**config.mk**
```make
export PLATFORM = sky130hd
export DESIGN_NAME = wildcard_byte_pattern_scan_core_flat
export DESIGN_NICKNAME = d
export VERILOG_FILES = /design/src/wbs_pkg.sv /design/src/wbs_if.sv /design/src/wildcard_byte_pattern_scan_core.sv /design/src/wbs_cfg.sv /design/src/wbs_front.sv /design/src/wbs_queue.sv /design/src/wbs_back.sv /design/src/flat_wrapper.sv
export SDC_FILE = /design/constraint.sdc
export NUM_CORES = 1
export LEC_CHECK = 0
export BUFFER_PORTS_ARGS = -buffer_cell sky130_fd_sc_hd__buf_2
export CAP_MARGIN = 10
export CORE_UTILIZATION = 46
export CTS_CLUSTER_SIZE = 14
export DETAILED_ROUTE_END_ITERATION = 7
export PLACE_DENSITY = 0.64
export SYNTH_ARGS = -nofsm -noshare
export SYNTH_HDL_FRONTEND = slang
export SYNTH_SLANG_ARGS = --single-unit
```
**constraint.sdc**
```tcl
create_clock -name clk -period 20.9 [get_ports clk]
set_clock_uncertainty 0.1 [all_clocks]
set_input_delay 3.135 -clock clk [delete_from_list [all_inputs] [get_ports clk]]
set_output_delay 3.135 -clock clk [all_outputs]
set_load 0.005 [all_outputs]
```
**src/wbs_pkg.sv**
```systemverilog
// shared types and constants for the wildcard byte pattern scanner
// used by every file of the block; depends on nothing
package wbs_pkg;

  localparam int MAX_PATTERN  = 16;
  localparam int OFFSET_WIDTH = 32;
  localparam int LEN_W        = $clog2(MAX_PATTERN + 1);
  localparam int WIN_IDX_W    = (MAX_PATTERN > 1) ? $clog2(MAX_PATTERN) : 1;
  localparam int QUEUE_DEPTH  = 2;
  localparam int QPTR_W       = $clog2(QUEUE_DEPTH);
  localparam int QCNT_W       = $clog2(QUEUE_DEPTH + 1);

  localparam int CFG_DATA_W   = 64;
  localparam int REG_INDEX_W  = 3;
  localparam int OUT_OFFSET_W = 32;
  localparam int REG_PATTERN_W = 64;
  localparam int REG_CARE_W   = 16;
  localparam int REG_LEN_W    = 5;
  localparam int REG_MODE_W   = 2;

  localparam logic [7:0] WILDCARD_BYTE = 8'h3F;

  typedef enum logic [REG_INDEX_W-1:0] {
    REG_PATTERN_LOW  = 3'd0,
    REG_PATTERN_HIGH = 3'd1,
    REG_CARE_MASK    = 3'd2,
    REG_PATTERN_LEN  = 3'd3,
    REG_MATCH_MODE   = 3'd4
  } reg_index_t;

  typedef enum logic [REG_MODE_W-1:0] {
    MODE_EXACT    = 2'd0,
    MODE_WILDCARD = 2'd1,
    MODE_MASK     = 2'd2
  } match_mode_t;

  // expanded configuration as the compare logic sees it
  typedef struct packed {
    logic [MAX_PATTERN-1:0][7:0] pattern;
    logic [MAX_PATTERN-1:0]      care;
    logic [LEN_W-1:0]            len;
    logic [REG_MODE_W-1:0]       mode;
  } cfg_t;

  // one queued item: window after the shift, count after the increment
  typedef struct packed {
    logic [MAX_PATTERN-1:0][7:0] window;
    logic [OFFSET_WIDTH-1:0]     count;
    logic                        last;
  } entry_t;

endpackage

```
**src/wbs_if.sv**
```systemverilog
// stream interfaces for the scanner: byte input and result output
// depends on wbs_pkg
interface wbs_in_if;
  import wbs_pkg::*;
  logic       valid;
  logic       ready;
  logic [7:0] data_byte;
  logic       last_byte;

  modport source (output valid, output data_byte, output last_byte, input ready);
  modport sink (input valid, input data_byte, input last_byte, output ready);
endinterface

interface wbs_out_if;
  import wbs_pkg::*;
  logic                    valid;
  logic                    ready;
  logic                    found;
  logic [OUT_OFFSET_W-1:0] match_offset;

  modport source (output valid, output found, output match_offset, input ready);
  modport sink (input valid, input found, input match_offset, output ready);
endinterface

```
**src/wildcard_byte_pattern_scan_core.sv**
```systemverilog
// top level of the wildcard byte pattern scanner
// depends on wbs_pkg, wbs_if, wbs_cfg, wbs_front, wbs_queue, wbs_back
//
// Scans a byte stream, one byte per word on the data channel, for the first
// occurrence of a 1 to 16 byte pattern in each region (last_byte closes a
// region). Modes: exact, 0x3F pattern bytes as wildcards, or care mask. One
// result word per region: found with the start offset at the first match, or
// not found at the region's last byte. A byte is taken every clock cycle while
// the queue is not full. The front end shifts the window and counts, a
// two-entry queue carries each window to the back end, whose 16-byte parallel
// compare and output register finish one word per cycle while the output is
// taken. The queue and output register absorb stalls on either side until the
// queue fills. Write configuration only while the block is idle.
module wildcard_byte_pattern_scan_core (
  input  logic                            clk,
  input  logic                            rst,
  input  logic                            wr_en,
  input  logic [wbs_pkg::REG_INDEX_W-1:0] wr_index,
  input  logic [wbs_pkg::CFG_DATA_W-1:0]  wr_data,
  wbs_in_if.sink                          data,
  wbs_out_if.source                       result
);
  import wbs_pkg::*;

  cfg_t   cfg;
  entry_t push_entry;
  entry_t head;
  logic   push;
  logic   pop;
  logic   empty;
  logic   full;

  wbs_cfg u_cfg (
    .clk      (clk),
    .rst      (rst),
    .wr_en    (wr_en),
    .wr_index (wr_index),
    .wr_data  (wr_data),
    .cfg      (cfg)
  );

  wbs_front u_front (
    .clk        (clk),
    .rst        (rst),
    .data       (data),
    .q_full     (full),
    .push       (push),
    .push_entry (push_entry)
  );

  wbs_queue u_queue (
    .clk        (clk),
    .rst        (rst),
    .push       (push),
    .push_entry (push_entry),
    .pop        (pop),
    .head       (head),
    .empty      (empty),
    .full       (full)
  );

  wbs_back u_back (
    .clk    (clk),
    .rst    (rst),
    .cfg    (cfg),
    .head   (head),
    .empty  (empty),
    .pop    (pop),
    .result (result)
  );

endmodule

```
**src/wbs_cfg.sv**
```systemverilog
// configuration registers and their expansion into per-byte pattern and care
// depends on wbs_pkg
module wbs_cfg (
  input  logic                               clk,
  input  logic                               rst,
  input  logic                               wr_en,
  input  logic [wbs_pkg::REG_INDEX_W-1:0]    wr_index,
  input  logic [wbs_pkg::CFG_DATA_W-1:0]     wr_data,
  output wbs_pkg::cfg_t                      cfg
);
  import wbs_pkg::*;

  logic [REG_PATTERN_W-1:0] pattern_low;
  logic [REG_PATTERN_W-1:0] pattern_high;
  logic [REG_CARE_W-1:0]    care_mask;
  logic [REG_LEN_W-1:0]     pattern_length;
  logic [REG_MODE_W-1:0]    match_mode;

  always_ff @(posedge clk) begin
    if (rst) begin
      pattern_low    <= '0;
      pattern_high   <= '0;
      care_mask      <= '1;
      pattern_length <= REG_LEN_W'(1);
      match_mode     <= MODE_EXACT;
    end else if (wr_en) begin
      unique case (wr_index)
        REG_PATTERN_LOW:  pattern_low    <= wr_data[REG_PATTERN_W-1:0];
        REG_PATTERN_HIGH: pattern_high   <= wr_data[REG_PATTERN_W-1:0];
        REG_CARE_MASK:    care_mask      <= wr_data[REG_CARE_W-1:0];
        REG_PATTERN_LEN:  pattern_length <= wr_data[REG_LEN_W-1:0];
        REG_MATCH_MODE:   match_mode     <= wr_data[REG_MODE_W-1:0];
        default: ;
      endcase
    end
  end

  always_comb begin
    logic [2*REG_PATTERN_W-1:0] pat_all;
    pat_all = {pattern_high, pattern_low};
    for (int k = 0; k < MAX_PATTERN; k++) begin
      // bytes past the two registers are zero and always cared about
      if (k < 16) begin
        cfg.pattern[k] = pat_all[8*(k%16) +: 8];
        cfg.care[k]    = care_mask[k%16];
      end else begin
        cfg.pattern[k] = 8'h00;
        cfg.care[k]    = 1'b1;
      end
    end
    // zero acts as one, oversize clamps to the window depth
    if (pattern_length == '0)
      cfg.len = LEN_W'(1);
    else if (int'(pattern_length) > MAX_PATTERN)
      cfg.len = LEN_W'(MAX_PATTERN);
    else
      cfg.len = LEN_W'(pattern_length);
    cfg.mode = match_mode;
  end

endmodule

```
**src/wbs_front.sv**
```systemverilog
// front end: accepts bytes, keeps the sliding window and the region count
// depends on wbs_pkg and wbs_if
module wbs_front (
  input  logic            clk,
  input  logic            rst,
  wbs_in_if.sink          data,
  input  logic            q_full,
  output logic            push,
  output wbs_pkg::entry_t push_entry
);
  import wbs_pkg::*;

  logic [MAX_PATTERN-1:0][7:0] window;
  logic [OFFSET_WIDTH-1:0]     count;
  logic [MAX_PATTERN-1:0][7:0] window_next;
  logic [OFFSET_WIDTH-1:0]     count_next;

  assign data.ready = !q_full;
  assign push       = data.valid && !q_full;

  always_comb begin
    window_next[0] = data.data_byte;
    for (int i = 1; i < MAX_PATTERN; i++)
      window_next[i] = window[i-1];
    // saturating count
    count_next = (count == '1) ? count : count + OFFSET_WIDTH'(1);
  end

  assign push_entry.window = window_next;
  assign push_entry.count  = count_next;
  assign push_entry.last   = data.last_byte;

  always_ff @(posedge clk) begin
    if (rst) begin
      window <= '0;
      count  <= '0;
    end else if (push) begin
      if (data.last_byte) begin
        window <= '0;
        count  <= '0;
      end else begin
        window <= window_next;
        count  <= count_next;
      end
    end
  end

endmodule

```
**src/wbs_queue.sv**
```systemverilog
// short queue between the front and back ends
// depends on wbs_pkg
module wbs_queue (
  input  logic            clk,
  input  logic            rst,
  input  logic            push,
  input  wbs_pkg::entry_t push_entry,
  input  logic            pop,
  output wbs_pkg::entry_t head,
  output logic            empty,
  output logic            full
);
  import wbs_pkg::*;

  entry_t              mem [QUEUE_DEPTH];
  logic [QPTR_W-1:0]   wr_ptr;
  logic [QPTR_W-1:0]   rd_ptr;
  logic [QCNT_W-1:0]   fill;

  assign empty = (fill == '0);
  assign full  = (fill == QCNT_W'(QUEUE_DEPTH));
  assign head  = mem[rd_ptr];

  always_ff @(posedge clk) begin
    if (push)
      mem[wr_ptr] <= push_entry;
  end

  always_ff @(posedge clk) begin
    if (rst) begin
      wr_ptr <= '0;
      rd_ptr <= '0;
      fill   <= '0;
    end else begin
      if (push)
        wr_ptr <= (wr_ptr == QPTR_W'(QUEUE_DEPTH - 1)) ? '0 : wr_ptr + QPTR_W'(1);
      if (pop)
        rd_ptr <= (rd_ptr == QPTR_W'(QUEUE_DEPTH - 1)) ? '0 : rd_ptr + QPTR_W'(1);
      if (push && !pop)
        fill <= fill + QCNT_W'(1);
      else if (pop && !push)
        fill <= fill - QCNT_W'(1);
    end
  end

endmodule

```
**src/wbs_back.sv**
```systemverilog
// back end: compares each queued window against the pattern, tracks the
// first match of a region and holds the result word; depends on wbs_pkg, wbs_if
module wbs_back (
  input  logic            clk,
  input  logic            rst,
  input  wbs_pkg::cfg_t   cfg,
  input  wbs_pkg::entry_t head,
  input  logic            empty,
  output logic            pop,
  wbs_out_if.source       result
);
  import wbs_pkg::*;

  logic                    already_matched;
  logic                    out_valid;
  logic                    out_found;
  logic [OUT_OFFSET_W-1:0] out_offset;

  logic                    window_hit;
  logic                    long_enough;
  logic                    hit;
  logic                    emit;
  logic [OFFSET_WIDTH-1:0] start;

  assign pop = !empty && (!out_valid || result.ready);

  always_comb begin
    logic [7:0]          p;
    logic [7:0]          d;
    logic                ok;
    logic [LEN_W:0]      j;
    window_hit = 1'b1;
    for (int k = 0; k < MAX_PATTERN; k++) begin
      p = cfg.pattern[k];
      // pattern byte k lines up with the byte len-1-k positions back
      j = {1'b0, cfg.len} - (LEN_W+1)'(1) - (LEN_W+1)'(k);
      d = head.window[j[WIN_IDX_W-1:0]];
      case (cfg.mode)
        MODE_WILDCARD: ok = (p == WILDCARD_BYTE) || (d == p);
        MODE_MASK:     ok = !cfg.care[k] || (d == p);
        default:       ok = (d == p);
      endcase
      if (k < int'(cfg.len) && !ok)
        window_hit = 1'b0;
    end
  end

  assign long_enough = head.count >= OFFSET_WIDTH'(cfg.len);
  assign hit         = !already_matched && long_enough && window_hit;
  assign emit        = hit || (head.last && !already_matched);
  assign start       = head.count - OFFSET_WIDTH'(cfg.len);

  always_ff @(posedge clk) begin
    logic [OFFSET_WIDTH+OUT_OFFSET_W-1:0] start_ext;
    start_ext = {{OUT_OFFSET_W{1'b0}}, start};
    if (rst) begin
      already_matched <= 1'b0;
      out_valid       <= 1'b0;
    end else begin
      // a pop only happens when the held word is gone or leaves at this edge
      if (pop)
        out_valid <= emit;
      else if (result.ready)
        out_valid <= 1'b0;
      if (pop) begin
        if (head.last)
          already_matched <= 1'b0;
        else if (hit)
          already_matched <= 1'b1;
      end
    end
    if (pop && emit) begin
      out_found  <= hit;
      out_offset <= hit ? start_ext[OUT_OFFSET_W-1:0] : '0;
    end
  end

  assign result.valid        = out_valid;
  assign result.found        = out_found;
  assign result.match_offset = out_offset;

endmodule

```
**src/flat_wrapper.sv**
```systemverilog
// flat-port wrapper written by rule: the top's interface ports become plain ports
module wildcard_byte_pattern_scan_core_flat import wbs_pkg::*;
  (clk, rst, wr_en, wr_index, wr_data, data_valid, data_data_byte, data_last_byte, data_ready, result_valid, result_found, result_match_offset, result_ready);
  wbs_in_if data_i ();
  wbs_out_if result_i ();
  input  logic clk;
  input  logic rst;
  input  logic wr_en;
  input  logic [wbs_pkg::REG_INDEX_W-1:0] wr_index;
  input  logic [wbs_pkg::CFG_DATA_W-1:0] wr_data;
  input wire logic [$bits(data_i.valid)-1:0] data_valid;
  input wire logic [$bits(data_i.data_byte)-1:0] data_data_byte;
  input wire logic [$bits(data_i.last_byte)-1:0] data_last_byte;
  output wire logic [$bits(data_i.ready)-1:0] data_ready;
  output wire logic [$bits(result_i.valid)-1:0] result_valid;
  output wire logic [$bits(result_i.found)-1:0] result_found;
  output wire logic [$bits(result_i.match_offset)-1:0] result_match_offset;
  input wire logic [$bits(result_i.ready)-1:0] result_ready;
  assign data_i.valid = data_valid;
  assign data_i.data_byte = data_data_byte;
  assign data_i.last_byte = data_last_byte;
  assign data_ready = data_i.ready;
  assign result_valid = result_i.valid;
  assign result_found = result_i.found;
  assign result_match_offset = result_i.match_offset;
  assign result_i.ready = result_ready;
  wildcard_byte_pattern_scan_core u_core (.clk(clk), .rst(rst), .wr_en(wr_en), .wr_index(wr_index), .wr_data(wr_data), .data(data_i), .result(result_i));
endmodule
```
==> results of run 1 <==
[kinds of logic (layout without fill, tap and decap cells)]
logic type / count (synthesis) / after routing / synth area share
buffers and inverters: 289 / 344 / 0.0338
AND/OR/NAND/NOR: 1170 / 1170 / 0.154
AO/OA/AOI/OAI: 676 / 676 / 0.116
flip-flops: 665 / 665 / 0.465
multiplexers: 485 / 485 / 0.173
other: 0 / 3 / 0
adder cells (fa/ha/maj): 20 / 20 / 0.00710
XOR/XNOR: 215 / 215 / 0.0521
[power groups by stage]
stage	logic, mW	clock network (mW)	registers [mW]
5_1_grt	1.65	1.41	1.60
2_1_floorplan	1.01	0	1.61
3_3_place_gp	1.53	0	1.61
6_report	1.58	1.34	1.59
3_5_place_dp	1.54	0	1.62
4_1_cts	1.54	1.36	1.59
[layer usage]
metal,track usage,up-vias,share of wire
met1,0.422,14237,0.44
met4,0.111,2,0.040
li1,-,13037,-
met2,0.400,1398,0.42
met5,0,-,0.00011
met3,0.0617,245,0.10
[critical path, cell delays in order (launching register included)]
cell       delay [ns]
dfxtp_1          0.55
or4_1            0.98
nand2_8          0.76
inv_4            0.35
ha_1             0.35
xnor2_2          0.52
ha_1             0.39
a21boi_0         0.29
a2bb2oi_1        0.23
a31oi_1          0.27
nor2_2           0.88
mux4_2           0.61
xor2_1           0.15
o221ai_1         0.16
or4b_1           0.56
a222oi_1         0.36
nand4_2          0.14
buf_4            0.30
o31ai_4          0.63
buf_4            0.39
[cell usage after synthesis (19+ instances only)]
cell / instances
o21ai_0: 63
nor2_1: 281
a22oi_1: 62
mux2_2: 48
a211oi_1: 19
xor2_1: 100
buf_2: 35
edfxtp_1: 355
clkbuf_1: 169
dfxtp_1: 310
o22ai_1: 23
nand3_1: 82
xnor2_1: 114
mux2i_1: 327
mux4_2: 107
nor4_1: 22
a21oi_1: 336
and3_1: 160
nand4_1: 40
nor3_1: 95
buf_1: 26
ha_1: 19
inv_1: 34
a31oi_1: 20
nand2_1: 378
[flip-flops by register name, indices dropped and copies added, names as in the netlist, named ones only]
signal                             flops
u_core.u_queue.fill                    2
u_core.u_back.result.match_offset     32
u_core.u_back.result.valid             1
u_core.u_cfg.care_mask                16
u_core.u_front.count                  32
u_core.u_cfg.match_mode                2
u_core.u_front.push_entry            120
u_core.u_queue.wr_ptr                  1
u_core.u_cfg.pattern_low              64
u_core.u_queue.rd_ptr                  1
u_core.u_queue.mem                   322
u_core.u_cfg.pattern_high             64
u_core.u_cfg.pattern_length            5
u_core.u_back.result.found             1
u_core.u_back.already_matched          1
[through the flow]
stage	instances	utilization
floorplan	3520	-
global placement	4480	0.484
detailed placement	4480	0.484
CTS	4614	0.516
global route	4616	0.516
finish	4618	0.516
[worst min path at each step]
stage,end,cells past startpoint
after floorplan,u_core.u_queue.mem[0][153],0
after global routing,u_core.u_queue.mem[1][155],0
after global placement,u_core.u_queue.mem[0][160],0
after CTS,u_core.u_queue.mem[1][155],0
after detailed placement,u_core.u_queue.mem[1][155],0
final,u_core.u_queue.mem[1][155],0
[layout make-up]
type | count | share of cell area
antenna | 3 | 0.000187
inverter | 42 | 0.00406
multi-input combinational | 2566 | 0.455
tap | 1040 | 0.0325
clock buffer | 107 | 0.0515
sequential | 665 | 0.421
timing repair buffer | 168 | 0.0248
clock inverter | 27 | 0.0108
==> flow_metrics.py, run 1 <==
metrics = {
    "synth": {
        "syn-mean-instance-area_sq_um": 10.3,
        "syn_area_sq_um": 36300,
        "syn_nets": 3621,
        "ys_top_cells_by_area": "edfxtp_1 29%, dfxtp_1 17%, mux2i_1 9.0%, mux4_2 6.6%, a21oi_1 4.6%",
        "ys_seq_area_frac": 0.465,
        "synth-async-reset-ratio": 0,
        "synth-main-ff-cell": "edfxtp_1",
        "synth-seq-cells": 665,
        "synth_cell_types": 89,
        "yosys.area.top_type": "edfxtp_1",
        "synth_top_area_share": 0.294,
        "yosys_warnings": 0,
        "synth_edf_count": 355,
        "synthCells": 3520,
    },
    "timing": {
        "finalSetupTns_ns": 0,
        "hold_viol": 0,
        "finalSetupViolCount": 0,
        "tightest_slew_ns": 1.23,
        "layout_worst_path_cycle_share": 0.453,
        "period_needed_ns": 9.47,
        "slew_viol_final": 0,
        "whs_ns": 0.348,
        "relSlewSlack": 0.159,
        "fmax_mhz": 106,
        "rsz0062_at_grt": "no",
        "setup_ws_ns": 11.43,
    },
    "cts": {
        "cts_tree": "done",
        "clock-root-buffer": "clkbuf_16",
        "worstSkewPairLatency_ns": 0.63,
        "numCtsBuffers": 73,
        "hold_buffers": 0,
        "cts_resized": 0,
        "postCtsSetupBuffers": 0,
        "clk_pin_slew_ns": 0.06,
        "clockBufferDepth": 3,
        "ctsHtreeMaxLevel": 3,
        "cts_sinks": 665,
    },
    "grt": {
        "grt_pass1_wl_um": 173000,
        "grt_pass1_vias": 26172,
        "antenna_found_initial": 2,
        "grt_max_degree": 162,
        "groute.usage.overall": 0.284,
        "overflow": 0,
    },
    "place": {
        "place.gp.congestion": 1.03,
        "place_ws_ns": 11.64,
        "portBuffers": 115,
        "place_area_sq_um": 37600,
        "hpwlAfterDp_um": 83300,
    },
    "power_and_ir_drop": {
        "power.clock.fraction": 0.296,
        "power_density_nw_per_um2": 112,
        "vdd.ir_drop.worst_uv": 85.0,
        "p_leak_nw": 14.7,
        "p_comb_frac": 0.351,
        "p_sw_mw": 1.63,
        "power_mw": 4.51,
        "sequentialPowerShare": 0.352,
        "switching_share": 0.361,
        "intPower_mw": 2.88,
    },
    "job": {
        "maxCapViolations": 0,
    },
    "cells_and_area": {
        "fillers": 6947,
        "final_area_sq_um": 40100,
        "syn2layout_area_growth_pct": 10.5,
        "drive_above_1_share": 0.135,
        "layout_common_cells": "376 x nand2_1, 355 x edfxtp_1, 335 x a21oi_1",
        "final_nets": 3617,
        "final_common_cell": "nand2_1",
        "ff_latch_area_sq_um": 16900,
        "multi_input_area_sq_um": 18300,
    },
    "drt": {
        "first_pass_iters": 7,
        "wire_per_inst_um": 25.4,
        "route.detailed.drc": 0,
        "viasPerCell": 6.26,
        "drtIter0Drc": 3683,
        "vias": 28919,
        "ant_nets": 0,
        "wirelength_um": 117000,
    },
    "floorplan": {
        "io_pins": 116,
        "design.die.area_sq_um": 80000,
        "floorplan.rows": 102,
        "die_h_um": 283,
        "die_x_um": 283,
        "core_sq_um": 77700,
        "start_util": 0.467,
    },
    "worst_setup_path": {
        "startpoint": "u_core.u_cfg.pattern_length[1]",
        "crit_path_end": "u_core.u_back.result.match_offset[24]",
        "rr_worst_depth": 19,
        "r2r-end": "u_core.u_back.result.match_offset[24]",
        "worstSetupPathType": "reg2reg",
        "crit_required_ns": 21.11,
        "startpoint_type": "register",
        "cp_data_arrival_time_ns": 9.68,
        "r2r-start": "u_core.u_cfg.pattern_length[1]",
        "path_max_fanout": 90,
        "cp-end-kind": "register",
        "reg2reg_setup_slack_ns": 11.43,
    },
    "min_path": {
        "hold_path_class": "reg2reg",
        "min_from": "u_core.u_front.push_entry[155]",
    },
    "status": {
        "status": "completed",
    },
}
(Power assumes the default switching activity.)
==> inputs of run 2 (changes only) <==
--- a/config.mk
+++ b/config.mk
@@ -5,12 +5,13 @@
 export SDC_FILE = /design/constraint.sdc
 export NUM_CORES = 1
 export LEC_CHECK = 0
+export ABC_AREA = 1
 export BUFFER_PORTS_ARGS = -buffer_cell sky130_fd_sc_hd__buf_2
 export CAP_MARGIN = 10
 export CORE_UTILIZATION = 46
 export CTS_CLUSTER_SIZE = 14
 export DETAILED_ROUTE_END_ITERATION = 7
-export PLACE_DENSITY = 0.64
+export PLACE_DENSITY = 0.66
 export SYNTH_ARGS = -nofsm -noshare
 export SYNTH_HDL_FRONTEND = slang
 export SYNTH_SLANG_ARGS = --single-unit
==> constraint.sdc (replaced) <==
create_clock -name clk -period 8 [get_ports clk]
set_clock_uncertainty 0.1 [all_clocks]
set_input_delay 1.2 -clock clk [delete_from_list [all_inputs] [get_ports clk]]
set_output_delay 1.2 -clock clk [all_outputs]
set_load 0.005 [all_outputs]
==> flow_metrics.py, run 2 <==
metrics = {
    "cts": {
        "clock-root-buffer": "clkbuf_16",
        "postCtsSetupBuffers": 0,
        "clockBufferDepth": 3,
        "clk_pin_slew_ns": 0.07,
        "hold_buffers": 0,
        "cts_sinks": 665,
        "cts_tree": "done",
        "ctsHtreeMaxLevel": 3,
        "cts_resized": 0,
        "worstSkewPairLatency_ns": 0.64,
        "numCtsBuffers": 73,
    },
    "status": {
        "violations": "design-rule violations",
        "status": "finished with violations",
    },
    "synth": {
        "synth_cell_types": 42,
        "yosys.area.top_type": "edfxtp_1",
        "synth-async-reset-ratio": 0,
        "synth-seq-cells": 665,
        "ys_seq_area_frac": 0.475,
        "syn_nets": 4996,
        "synth-main-ff-cell": "edfxtp_1",
        "synth_edf_count": 355,
        "ys_top_cells_by_area": "edfxtp_1 30%, nand2_1 19%, dfxtp_1 17%, nand3_1 10%, o21ai_0 4.1%",
        "yosysMostFrequentCell": "nand2_1",
        "synth_top_area_share": 0.300,
        "syn-mean-instance-area_sq_um": 7.25,
        "synthCells": 4895,
        "syn_area_sq_um": 35500,
        "synth_common_cells": "1809 x nand2_1, 744 x nand3_1, 385 x inv_1, 355 x edfxtp_1, 310 x dfxtp_1",
        "yosys_warnings": 0,
    },
    "timing": {
        "finalSetupViolCount": 0,
        "tightest_slew_ns": 1.10,
        "hold_viol": 0,
        "finalSetupTns_ns": 0,
        "layout_worst_path_cycle_share": 0.724,
        "slew_viol_final": 0,
        "period_needed_ns": 5.79,
        "relSlewSlack": 0.261,
        "rsz0062_at_grt": "no",
        "fmax_mhz": 173,
    },
    "grt": {
        "antenna_found_initial": 2,
        "grt_pass1_wl_um": 181000,
        "grt_max_degree": 154,
        "groute.usage.overall": 0.307,
        "grt_pass1_vias": 29061,
        "overflow": 0,
    },
    "worst_setup_path": {
        "crit_path_end": "u_core.u_back.result.match_offset[29]",
        "cp_data_arrival_time_ns": 5.96,
        "max_stage_delay_ns": 0.63,
        "r2r-end": "u_core.u_back.result.match_offset[29]",
        "reg2reg_setup_slack_ns": 2.21,
        "path_max_fanout": 38,
        "startpoint_type": "register",
        "path_common_cell": "nand2_1",
        "path_cells": "inv_2 > nand2_2 > xnor2_2 > inv_2 > ha_1 > nand2_1 > inv_1 > nand2_1 > nand2_1 > nand2_1 > nand3_1 > nand2_1 > nor2_1 > nand2_1 > nor2_1 > nor2_1 > nor2_1 > nand2_1 > nor2_2 > nand3_1 > nand2_1 > buf_4",
        "r2r-start": "u_core.u_cfg.pattern_length[4]",
        "rr_worst_depth": 22,
        "worstSetupPathType": "reg2reg",
        "crit_required_ns": 8.18,
        "startpoint": "u_core.u_cfg.pattern_length[4]",
        "cp_slowest_cell": "inv_2",
        "cp-end-kind": "register",
    },
    "cells_and_area": {
        "layout_common_cells": "1805 x nand2_1, 744 x nand3_1, 383 x inv_1",
        "syn2layout_area_growth_pct": 10.1,
        "final_area_sq_um": 39100,
        "n_antenna_cell": 0,
        "regMostFlops": "u_core.u_queue.mem",
        "final_common_cell": "nand2_1",
        "final_nets": 4968,
        "largest_register_ffs": 322,
        "drive_above_1_share": 0.0633,
    },
    "floorplan": {
        "design.die.area_sq_um": 78300,
        "io_pins": 116,
        "die_h_um": 280,
        "floorplan.rows": 101,
        "core_sq_um": 76200,
        "start_util": 0.466,
        "die_x_um": 280,
    },
    "place": {
        "portBuffers": 115,
        "place.gp.congestion": 1.10,
        "hpwlAfterDp_um": 89100,
        "place_area_sq_um": 36700,
    },
    "power_and_ir_drop": {
        "vdd.ir_drop.worst_uv": 170,
        "p_leak_nw": 16.5,
        "power_density_nw_per_um2": 314,
    },
    "drt": {
        "ant_nets": 0,
        "route.detailed.drc": 5,
        "wire_per_inst_um": 20.8,
        "wirelength_um": 124000,
        "vias": 33587,
        "first_pass_iters": 8,
        "drtIter0Drc": 4528,
        "viasPerCell": 5.64,
    },
    "min_path": {
        "hold_path_class": "reg2reg",
    },
    "job": {
        "maxCapViolations": 0,
    },
}
-- run 2: cell count changes after synthesis, sizes merged, moves of 48 or more --
cell | before | now
nor3 | 95 | 19
nand2 | 379 | 1818
xnor2 | 115 | 15
mux2 | 48 | 0
nand3 | 82 | 744
nor2 | 282 | 208
xor2 | 100 | 23
and3 | 160 | 0
a22oi | 62 | 0
mux4 | 107 | 0
mux2i | 330 | 10
o21ai | 67 | 296
inv | 40 | 390
-- run 2: area by class of cell --
type	instances	area, sq um
Inverter	393	1480
Clock inverter	29	390
Clock buffer	105	2040
Tap cell	1030	1290
Sequential cell	665	16900
Fill cell	7437	37100
Timing Repair Buffer	147	847
Multi-Input combinational cell	3587	16200
-- run 2: metal layers --
layer	global-route usage	wire [um]	share of wire
met5	0	13	0.00011
met4	0.144	6240	0.050
met3	0.0761	13700	0.11
met2	0.434	50500	0.41
met1	0.438	53200	0.43
-- run 2: worst max-delay path: cells and delay by family (launching register included) --
kind	cells	cell delay, ns
simple gates	16	2.83
buf+inv	4	1.36
fa+ha+maj	1	0.36
flops	1	0.38
xor+xnor	1	0.33
-- run 2: stage by stage --
step | power, mW | hold slack (ns) | worst slack (ns) | util | cells
3_3_place_gp | 8.76 | 0.324 | 2.49 | 0.481 | 5822
4_1_cts | 12.1 | 0.348 | 2.37 | 0.513 | 5956
5_1_grt | 12.9 | 0.366 | 1.82 | 0.513 | 5956
6_report | 12.3 | 0.342 | 2.21 | 0.513 | 5956
3_5_place_dp | 8.77 | 0.331 | 2.39 | 0.481 | 5822
2_1_floorplan | 7.16 | 0.324 | 1.58 | - | 4895
-- run 2: kinds of logic (layout without fill, tap and decap cells) --
logic type | count (synthesis) | in the layout | share of synthesized area
adders and majority gates | 20 | 20 | 0.00726
and+or+nand+nor | 2899 | 2899 | 0.344
muxes | 10 | 10 | 0.00282
AOI/OAI and AO/OA | 620 | 620 | 0.0904
buffers and inverters | 643 | 674 | 0.0715
xor gates and xnor gates | 38 | 38 | 0.00938
DFF | 665 | 665 | 0.475
-- run 2: worst min-delay path by stage --
stage | start | endpoint | depth (start not counted)
after floorplan | u_core.u_cfg.care_mask[1] | u_core.u_cfg.care_mask[1] | 2
after global placement | u_core.u_queue.rd_ptr | register | 1
after detailed placement | u_core.u_queue.rd_ptr | register | 1
after CTS | u_core.u_queue.rd_ptr | register | 1
after global routing | u_core.u_queue.rd_ptr | register | 1
final | u_core.u_queue.rd_ptr | register | 1
-- run 2: power breakdown --
| group | total, mW | switching (mW) | leakage, nW | internal [mW] |
|---|---|---|---|---|
| clock | 3.38 | 1.45 | 1.17 | 1.94 |
| combinational | 4.77 | 3.58 | 9.37 | 1.19 |
| sequential | 4.14 | 0.158 | 5.93 | 3.98 |
| total | 12.3 | 5.18 | 16.5 | 7.10 |
